## config.mk

```make
export PLATFORM = sky130hd
export DESIGN_NAME = strict_utf8_validator_unit
export DESIGN_NICKNAME = d
export VERILOG_FILES = /design/src/rtl/suv_pkg.sv /design/src/rtl/suv_in_stage.sv /design/src/rtl/suv_step.sv /design/src/rtl/strict_utf8_validator_unit.sv
export VERILOG_INCLUDE_DIRS = /design/src /design/src/rtl
export SDC_FILE = /design/constraint.sdc
export NUM_CORES = 1
export LEC_CHECK = 0
export BUFFER_PORTS_ARGS = -buffer_cell sky130_fd_sc_hd__buf_2
export CORE_MARGIN = 5
export CORE_UTILIZATION = 45
export DETAILED_ROUTE_END_ITERATION = 12
export GPL_TIMING_DRIVEN = 0
export PLACE_DENSITY_LB_ADDON = 0.25
export SLEW_MARGIN = 20
export SYNTH_ARGS = -nofsm -noshare
export SYNTH_HDL_FRONTEND = slang
export SYNTH_SLANG_ARGS = --single-unit
```

## constraint.sdc

```tcl
create_clock -name i_clk -period 2.2 [get_ports i_clk]
set_input_delay 0.11 -clock i_clk [delete_from_list [all_inputs] [get_ports i_clk]]
set_output_delay 0.11 -clock i_clk [all_outputs]
set_load 0.02 [all_outputs]
```

## src/rtl/assert_macros.svh

```systemverilog
// Assertion macros used by the validator RTL.
// No dependencies; files that check their own logic include this header.
`ifndef ASSERT_MACROS_SVH
`define ASSERT_MACROS_SVH

// The consequent must hold in the same cycle as the antecedent.
`define SUV_ASSERT_NOW(label, clk, rst_n, ante, cons, msg) \
    label: assert property (@(posedge clk) disable iff (!rst_n) (ante) |-> (cons)) \
        else $error(msg);

// The consequent must hold in the cycle after the antecedent.
`define SUV_ASSERT_NEXT(label, clk, rst_n, ante, cons, msg) \
    label: assert property (@(posedge clk) disable iff (!rst_n) (ante) |=> (cons)) \
        else $error(msg);

`endif

```

## src/rtl/suv_pkg.sv

```systemverilog
// Package for the strict UTF-8 validator: beat and state types, byte
// constants and the forbidden code point check. No dependencies.
`timescale 1ns / 1ps

package suv_pkg;

    localparam logic [7:0] ASCII_MIN  = 8'h00;
    localparam logic [7:0] ASCII_MAX  = 8'h7F;
    localparam logic [7:0] LEAD2_MIN  = 8'hC2;
    localparam logic [7:0] LEAD2_MAX  = 8'hDF;
    localparam logic [7:0] LEAD3_MIN  = 8'hE0;
    localparam logic [7:0] LEAD3_MAX  = 8'hEF;
    localparam logic [7:0] LEAD4_MIN  = 8'hF0;
    localparam logic [7:0] LEAD4_MAX  = 8'hF4;
    localparam logic [7:0] LEAD_E0    = 8'hE0;
    localparam logic [7:0] LEAD_ED    = 8'hED;
    localparam logic [7:0] LEAD_F0    = 8'hF0;
    localparam logic [7:0] LEAD_F4    = 8'hF4;
    localparam logic [7:0] CONT_MASK  = 8'hC0;
    localparam logic [7:0] CONT_TAG   = 8'h80;
    localparam logic [7:0] CONT_A0    = 8'hA0;
    localparam logic [7:0] CONT_90    = 8'h90;
    localparam logic [7:0] CONT_8F    = 8'h8F;

    localparam logic [20:0] NONCHAR_LO = 21'h00FDD0;
    localparam logic [20:0] NONCHAR_HI = 21'h00FDEF;
    localparam logic [20:0] CP_MAX     = 21'h10FFFF;
    localparam logic [15:0] PLANE_FFFE = 16'hFFFE;

    typedef struct packed {
        logic [7:0] text_byte;
        logic       final_byte;
        logic       empty_string;
    } t_in_beat;

    typedef struct packed {
        logic        err;
        logic [1:0]  pending;
        logic [7:0]  lead;
        logic [20:0] cp;
        logic [1:0]  pos;
    } t_seq_state;

    typedef struct packed {
        logic verdict_ready;
        logic string_valid;
    } t_result;

    function automatic logic is_forbidden(input logic [20:0] cp);
        return (cp == 21'd0)
            || (cp >= NONCHAR_LO && cp <= NONCHAR_HI)
            || (cp <= CP_MAX && cp[15:0] >= PLANE_FFFE);
    endfunction

endpackage

```

## src/rtl/suv_in_stage.sv

```systemverilog
// Input register of the validator: captures one beat and holds it until the
// decode step can advance. Depends on suv_pkg.
`timescale 1ns / 1ps

module suv_in_stage
    import suv_pkg::*;
(
    input  logic       i_clk,
    input  logic       i_rst_n,
    input  logic       i_in_valid,
    output logic       o_in_stall,
    input  logic [7:0] i_text_byte,
    input  logic       i_final_byte,
    input  logic       i_empty_string,
    input  logic       i_advance,
    output logic       o_beat_valid,
    output t_in_beat   o_beat
);

    logic     r_valid;
    logic     n_valid;
    t_in_beat r_beat;
    logic     in_accept;

    assign o_in_stall = r_valid && !i_advance;
    assign in_accept  = i_in_valid && !o_in_stall;
    assign n_valid    = in_accept || (r_valid && !i_advance);

    always_ff @(posedge i_clk) begin
        if (!i_rst_n) begin
            r_valid <= 1'b0;
        end else begin
            r_valid <= n_valid;
        end
    end

    always_ff @(posedge i_clk) begin
        if (in_accept) begin
            r_beat.text_byte    <= i_text_byte;
            r_beat.final_byte   <= i_final_byte;
            r_beat.empty_string <= i_empty_string;
        end
    end

    assign o_beat_valid = r_valid;
    assign o_beat       = r_beat;

endmodule

```

## src/rtl/suv_step.sv

```systemverilog
// Combinational decode of one byte against the current sequence state:
// gives the next state and the result of the beat. Depends on suv_pkg.
`timescale 1ns / 1ps

module suv_step
    import suv_pkg::*;
(
    input  t_in_beat   i_beat,
    input  t_seq_state i_state,
    output t_seq_state o_next,
    output t_result    o_result
);

    logic [7:0]  b;
    logic [20:0] cont_cp;
    logic [1:0]  cont_pending;
    logic        range_fail;
    t_seq_state  err_state;

    assign b            = i_beat.text_byte;
    assign cont_cp      = {i_state.cp[14:0], b[5:0]};
    assign cont_pending = i_state.pending - 2'd1;

    always_comb begin
        err_state     = '0;
        err_state.err = 1'b1;
    end

    assign range_fail = (i_state.pos == 2'd1)
        && ((i_state.lead == LEAD_E0 && b < CONT_A0)
         || (i_state.lead == LEAD_ED && b >= CONT_A0)
         || (i_state.lead == LEAD_F0 && b < CONT_90)
         || (i_state.lead == LEAD_F4 && b > CONT_8F));

    always_comb begin
        o_next   = i_state;
        o_result = '0;
        if (i_beat.empty_string) begin
            o_next                 = '0;
            o_result.verdict_ready = 1'b1;
            o_result.string_valid  = 1'b1;
        end else begin
            if (!i_state.err) begin
                if (i_state.pending == 2'd0) begin
                    unique case (b) inside
                        [ASCII_MIN:ASCII_MAX]: begin
                            if (is_forbidden({13'd0, b})) begin
                                o_next = err_state;
                            end
                        end
                        [LEAD2_MIN:LEAD2_MAX]: begin
                            o_next.pending = 2'd1;
                            o_next.cp      = {16'd0, b[4:0]};
                            o_next.lead    = b;
                            o_next.pos     = 2'd1;
                        end
                        [LEAD3_MIN:LEAD3_MAX]: begin
                            o_next.pending = 2'd2;
                            o_next.cp      = {17'd0, b[3:0]};
                            o_next.lead    = b;
                            o_next.pos     = 2'd1;
                        end
                        [LEAD4_MIN:LEAD4_MAX]: begin
                            o_next.pending = 2'd3;
                            o_next.cp      = {18'd0, b[2:0]};
                            o_next.lead    = b;
                            o_next.pos     = 2'd1;
                        end
                        default: begin
                            o_next = err_state;
                        end
                    endcase
                end else begin
                    if ((b & CONT_MASK) != CONT_TAG || range_fail) begin
                        o_next = err_state;
                    end else if (cont_pending == 2'd0) begin
                        o_next = is_forbidden(cont_cp) ? err_state : '0;
                    end else begin
                        o_next.cp      = cont_cp;
                        o_next.pending = cont_pending;
                        o_next.pos     = i_state.pos + 2'd1;
                    end
                end
            end
            if (i_beat.final_byte) begin
                o_result.verdict_ready = 1'b1;
                o_result.string_valid  = !o_next.err && (o_next.pending == 2'd0);
                o_next                 = '0;
            end
        end
    end

endmodule

```

## src/rtl/strict_utf8_validator_unit.sv

```systemverilog
// Strict UTF-8 validator, top level. Takes one byte of a string per beat and
// gives one result beat per byte; the result of the last byte carries the
// verdict. A beat passes an input register, is decoded combinationally against
// the sequence state and lands in a result register, so the block accepts
// one byte every cycle while the output is not stalled. While a result waits,
// one more byte can be taken into the input register before the input stalls.
// Uses suv_pkg, suv_in_stage, suv_step and assert_macros.svh.
`timescale 1ns / 1ps
`include "assert_macros.svh"

module strict_utf8_validator_unit
    import suv_pkg::*;
(
    input  logic       i_clk,
    input  logic       i_rst_n,
    input  logic       i_in_valid,
    output logic       o_in_stall,
    input  logic [7:0] i_text_byte,
    input  logic       i_final_byte,
    input  logic       i_empty_string,
    output logic       o_out_valid,
    input  logic       i_out_stall,
    output logic       o_verdict_ready,
    output logic       o_string_valid
);

    logic       beat_valid;
    t_in_beat   beat;
    logic       advance;
    t_seq_state r_state;
    t_seq_state n_state;
    t_result    step_result;
    t_result    r_result;
    logic       r_out_valid;
    logic       n_out_valid;

    assign advance = beat_valid && (!r_out_valid || !i_out_stall);

    suv_in_stage u_in_stage (
        .i_clk          (i_clk),
        .i_rst_n        (i_rst_n),
        .i_in_valid     (i_in_valid),
        .o_in_stall     (o_in_stall),
        .i_text_byte    (i_text_byte),
        .i_final_byte   (i_final_byte),
        .i_empty_string (i_empty_string),
        .i_advance      (advance),
        .o_beat_valid   (beat_valid),
        .o_beat         (beat)
    );

    suv_step u_step (
        .i_beat   (beat),
        .i_state  (r_state),
        .o_next   (n_state),
        .o_result (step_result)
    );

    assign n_out_valid = advance || (r_out_valid && i_out_stall);

    always_ff @(posedge i_clk) begin
        if (!i_rst_n) begin
            r_state     <= '0;
            r_out_valid <= 1'b0;
        end else begin
            r_out_valid <= n_out_valid;
            if (advance) begin
                r_state <= n_state;
            end
        end
    end

    always_ff @(posedge i_clk) begin
        if (advance) begin
            r_result <= step_result;
        end
    end

    assign o_out_valid     = r_out_valid;
    assign o_verdict_ready = r_result.verdict_ready;
    assign o_string_valid  = r_result.string_valid;

    `SUV_ASSERT_NOW(a_err_no_pending, i_clk, i_rst_n, r_state.err, r_state.pending == 2'd0, "error state holds a pending sequence")
    `SUV_ASSERT_NOW(a_pending_has_pos, i_clk, i_rst_n, r_state.pending != 2'd0, r_state.pos != 2'd0, "pending sequence without a position")
    `SUV_ASSERT_NEXT(a_verdict_clears, i_clk, i_rst_n, advance && step_result.verdict_ready, r_state == '0, "state not cleared after a verdict")
    `SUV_ASSERT_NOW(a_valid_has_verdict, i_clk, i_rst_n, o_out_valid && o_string_valid, o_verdict_ready, "string_valid without verdict_ready")
    `SUV_ASSERT_NOW(a_empty_no_stall, i_clk, i_rst_n, !beat_valid, !o_in_stall, "input stalled with an empty input register")

endmodule

```

==> results.txt <==
The run finished with clean final reports. TritonCTS built the clock tree. The slew at the pin closest to its max-slew limit is 0.7377 ns. The worst voltage drop across the vdd grid came out at roughly 0.00037 V. The clock transition time at the flip-flop clock pins of the worst setup and hold paths is 0.08 ns.

The worst-case setup margin in the final layout is 0.002347 ns. The pre-CTS setup slack came out at 0.01916 ns. The path class of the tightest hold or removal check is primary input to flip-flop. The filler cells instantiated in the layout total 408. The cell type with the highest aggregate area in the netlist is sky130_fd_sc_hd__dfxtp_1.

The arrival time at the worst endpoint is 2.25 ns. The path with the worst hold slack has its endpoint at u_in_stage.o_beat_valid$_SDFF_PN0_. The pin count of the biggest net entering global routing came out at 14.

The floorplan die width is 76.01 µm. In the post-synthesis netlist, the biggest area contributors are sky130_fd_sc_hd__dfxtp_1 31%, sky130_fd_sc_hd__edfxtp_1 18%, sky130_fd_sc_hd__a22o_1 6.3%, sky130_fd_sc_hd__nand2_1 4.2%, sky130_fd_sc_hd__mux2i_1 3.6%. The final layout net count came out at 250. The total vias in the final route is 1649. Setup repair after global routing could not meet its margin everywhere. The clock latency on the worst-skew pair is 0.29 ns.

The instance count of the mapped netlist is roughly 190. The number of detailed-routing iterations run before antenna repair came out at 4. Yosys mapped a number of flops with a built-in enable equal to 12. After detailed placement, the total cell area comes to 2111 µm². Static timing analysis puts the maximum clock frequency at 455.0 MHz. The sink count of the clock tree is 42. The worst setup path is captured at a flip-flop. The DRC violation count after routing is 0. The summed instance area of the synthesized netlist is a little under 2000 µm². The first global-routing pass estimated 7079 µm of wire. The initial cell density of the core came out at 0.4566. The cell count of the worst hold path came out at 3. The initial antenna violation count was 0. The number of distinct library cells after synthesis came out at 53.

The power density over the cells came out at 605.5 nW/µm². The number of I/O port buffers came out at 17. Averaged over all synthesized cells, the footprint is around 10 µm². For this run, the leading register cell type out of synthesis is sky130_fd_sc_hd__dfxtp_1. The data required time at the worst endpoint is 2.25 ns. In this run the worst path has a maximum fanout of 2. The number of design-rule violations left by the first detailed-router iteration is 106. The time the worst path needs with I/O delays and setup is 2.198 ns. In this run the static leakage power is 0.9028 nW. The final wirelength is roughly 4300 µm. The worst setup path is of the flip-flop to flip-flop kind.

The worst setup path is launched from a flip-flop. The net count of the mapped netlist came out at 209. The antenna diode count came out at 0.

The combined global-route utilization of all metal layers came out at 0.1502. By instance count, the leading cell after synthesis is sky130_fd_sc_hd__dfxtp_1. The root cell of the clock tree is sky130_fd_sc_hd__clkbuf_8. The row count is 24. The design draws 1.436 mW. The number of global-route vias before repair came to 1509. The worst reg-to-reg setup slack came out at between 0.002 and 0.0025 ns.

The total overflow reported by the global router came out at 0. The count of nets left with antenna violations once routing finished came out at 0. Measured against its own limit, the worst slew margin works out to 0.5072. In the synthesized netlist the async set-or-reset flop fraction comes to 0. The startpoint identified for the worst register-to-register timing path is r_state[12]$_SDFFE_PN0P_. The sequential-to-total area share from yosys stat came out at 0.4901.

In this run the number of H-tree levels came out at 2. The core outline area came out at about 4300 µm². The largest buffer count on any clock path is 2. The average wire per standard cell came out at about 15 µm.

In this run the count of I/O pins placed on the die edge is 18. The synthesized flop and latch total is 42. In the routed layout, each cell is associated on average with a via count of between 5 and 6. The number of buffers inserted during clock tree synthesis came out at 5. Of the post-synthesis cell area, the dominant cell type holds 0.3063. The number of slew-limit violations in the final report is 0. The worst min-delay path startpoint is i_in_valid. The final worst-path cycle share came out at 0.9989.

The endpoint identified for the worst register-to-register timing path is o_string_valid$_SDFFCE_PP1P_. Detailed placement finished with a half-perimeter wire length of 3014 µm. The commonest cells after synthesis are 30 x sky130_fd_sc_hd__dfxtp_1, 22 x sky130_fd_sc_hd__nand2_1, 14 x sky130_fd_sc_hd__a22o_1, 13 x sky130_fd_sc_hd__nor2_1, 12 x sky130_fd_sc_hd__edfxtp_1. The final standard cell area without fillers came out at 2372 µm².

The total of warnings raised by yosys came out at 0. The number of hold violations in the final report is 0. The number of endpoints failing setup at the final stage is 0.

The count of cells along the worst register-to-register path is 6. The clock arrives with 0.007393 ns of skew. The max-capacitance violation count came out at 0. The floorplan die height came out at ~76 µm. The area growth from synthesis to layout is 21.00%. The die covers 5777 µm². The final worst hold slack came out at 0.04563 ns. The final weighted congestion in routability-driven placement is a little under 0.9. In the final layout, the share of cells above drive strength 1 is 0.2265.
==> cells by family after synthesis <==
family,count (synthesis),synth area share
multiplexers,7,0.03574
buffers and inverters,18,0.05104
AND/OR/NAND/NOR,74,0.2036
flip-flops,42,0.4901
XOR/XNOR,1,0.004468
adder cells (fa/ha/maj),3,0.01915
AO/OA/AOI/OAI,47,0.1959
==> where the power goes <==
group          total [mW]  switching [mW]  leakage (nW)  internal, mW
logic               0.140          0.0739         0.500        0.0659
clock network       0.469           0.249        0.0450         0.220
registers           0.827          0.0141         0.358         0.813
==> registers in the layout, indices dropped and copies added, names as in the netlist <==
signal and cells:
o_out_valid 1, r_state 28, u_in_stage.o_beat 10, o_string_valid 1
o_verdict_ready 1, u_in_stage.o_beat_valid 1
==> how the worst max path moves through the flow <==
stage | slack [ns] | startpoint | cells past startpoint | end
floorplan | 0.31 | r_state[12]$_SDFFE_PN0P_ | 6 | o_string_valid$_SDFFCE_PP1P_
global placement | 0.01 | u_in_stage.o_beat[3]$_DFFE_PP_ | 8 | r_state[2]$_SDFFE_PN0P_
detailed placement | 0.02 | u_in_stage.o_beat[6]$_DFFE_PP_ | 9 | r_state[11]$_SDFFE_PN0P_
CTS | 0.003 | u_in_stage.o_beat[3]$_DFFE_PP_ | 8 | r_state[11]$_SDFFE_PN0P_
global route | -0.04 | u_in_stage.o_beat[7]$_DFFE_PP_ | 8 | r_state[13]$_SDFFE_PN0P_
finish | 0.002 | r_state[12]$_SDFFE_PN0P_ | 6 | o_string_valid$_SDFFCE_PP1P_
==> cell usage in the layout, fill, tap and decap left out, types with 2 or more instances in the layout <==
cell type	instances
sky130_fd_sc_hd__a21oi_1	5
sky130_fd_sc_hd__a22o_1	14
sky130_fd_sc_hd__a31o_1	2
sky130_fd_sc_hd__and3_1	3
sky130_fd_sc_hd__buf_2	19
sky130_fd_sc_hd__buf_4	9
sky130_fd_sc_hd__buf_6	2
sky130_fd_sc_hd__clkbuf_8	5
sky130_fd_sc_hd__clkinv_2	2
sky130_fd_sc_hd__dfxtp_1	30
sky130_fd_sc_hd__dlygate4sd3_1	11
sky130_fd_sc_hd__edfxtp_1	12
sky130_fd_sc_hd__ha_1	3
sky130_fd_sc_hd__inv_1	9
sky130_fd_sc_hd__mux2i_1	7
sky130_fd_sc_hd__nand2_1	22
sky130_fd_sc_hd__nand2b_1	2
sky130_fd_sc_hd__nand3_1	6
sky130_fd_sc_hd__nand4_1	6
sky130_fd_sc_hd__nand4b_1	4
sky130_fd_sc_hd__nor2_1	12
sky130_fd_sc_hd__nor3_1	5
sky130_fd_sc_hd__nor4_1	2
sky130_fd_sc_hd__o21a_1	2
sky130_fd_sc_hd__o21ai_0	4
==> critical path, cell delays in order (launching register included) <==
cell and delay, ns:
sky130_fd_sc_hd__dfxtp_1 0.32, sky130_fd_sc_hd__or4_4 0.55, sky130_fd_sc_hd__nor3_1 0.21, sky130_fd_sc_hd__a21oi_1 0.12
sky130_fd_sc_hd__nor4_2 0.40, sky130_fd_sc_hd__o31ai_1 0.16, sky130_fd_sc_hd__a31o_1 0.20
==> repair_timing <==
| item | 4_1_cts | 5_1_grt |
|---|---|---|
| endpoints found under the setup margin | 1 | 25 |
| hold buffers | 10 | 0 |
| endpoints found under the hold margin | 10 | 0 |
| pin swaps | 0 | 2 |
| setup buffers | 0 | 7 |
| resized for setup | 1 | 7 |
==> area by class of cell <==
class	instances	area (µm²)	area share
multi-input combinational	132	922.1	0.3887
inverter	9	33.78	0.01424
clock inverter	2	10.01	0.004219
timing repair buffer	34	237.7	0.1002
clock buffer	6	72.57	0.03059
buffer	9	70.07	0.02954
sequential	42	960.9	0.4051
tap	52	65.06	0.02743
==> stage by stage <==
stage | util | instances | TNS (ns)
2_1_floorplan | - | 192 | 0
3_3_place_gp | 0.4916 | 261 | 0
3_5_place_dp | 0.4916 | 261 | 0
4_1_cts | 0.5347 | 279 | 0
5_1_grt | 0.5524 | 286 | -0.4857
6_report | 0.5524 | 286 | 0
==> per-layer routing <==
metal  routed length (µm)  up-vias  track usage
li1                     -      805            -
met1                 1940      783       0.1951
met2                 1918       47       0.2286
met3                  200       14      0.03546
met4                  196        0      0.08185
met5                    0        -            0
(Power assumes the default switching activity.)
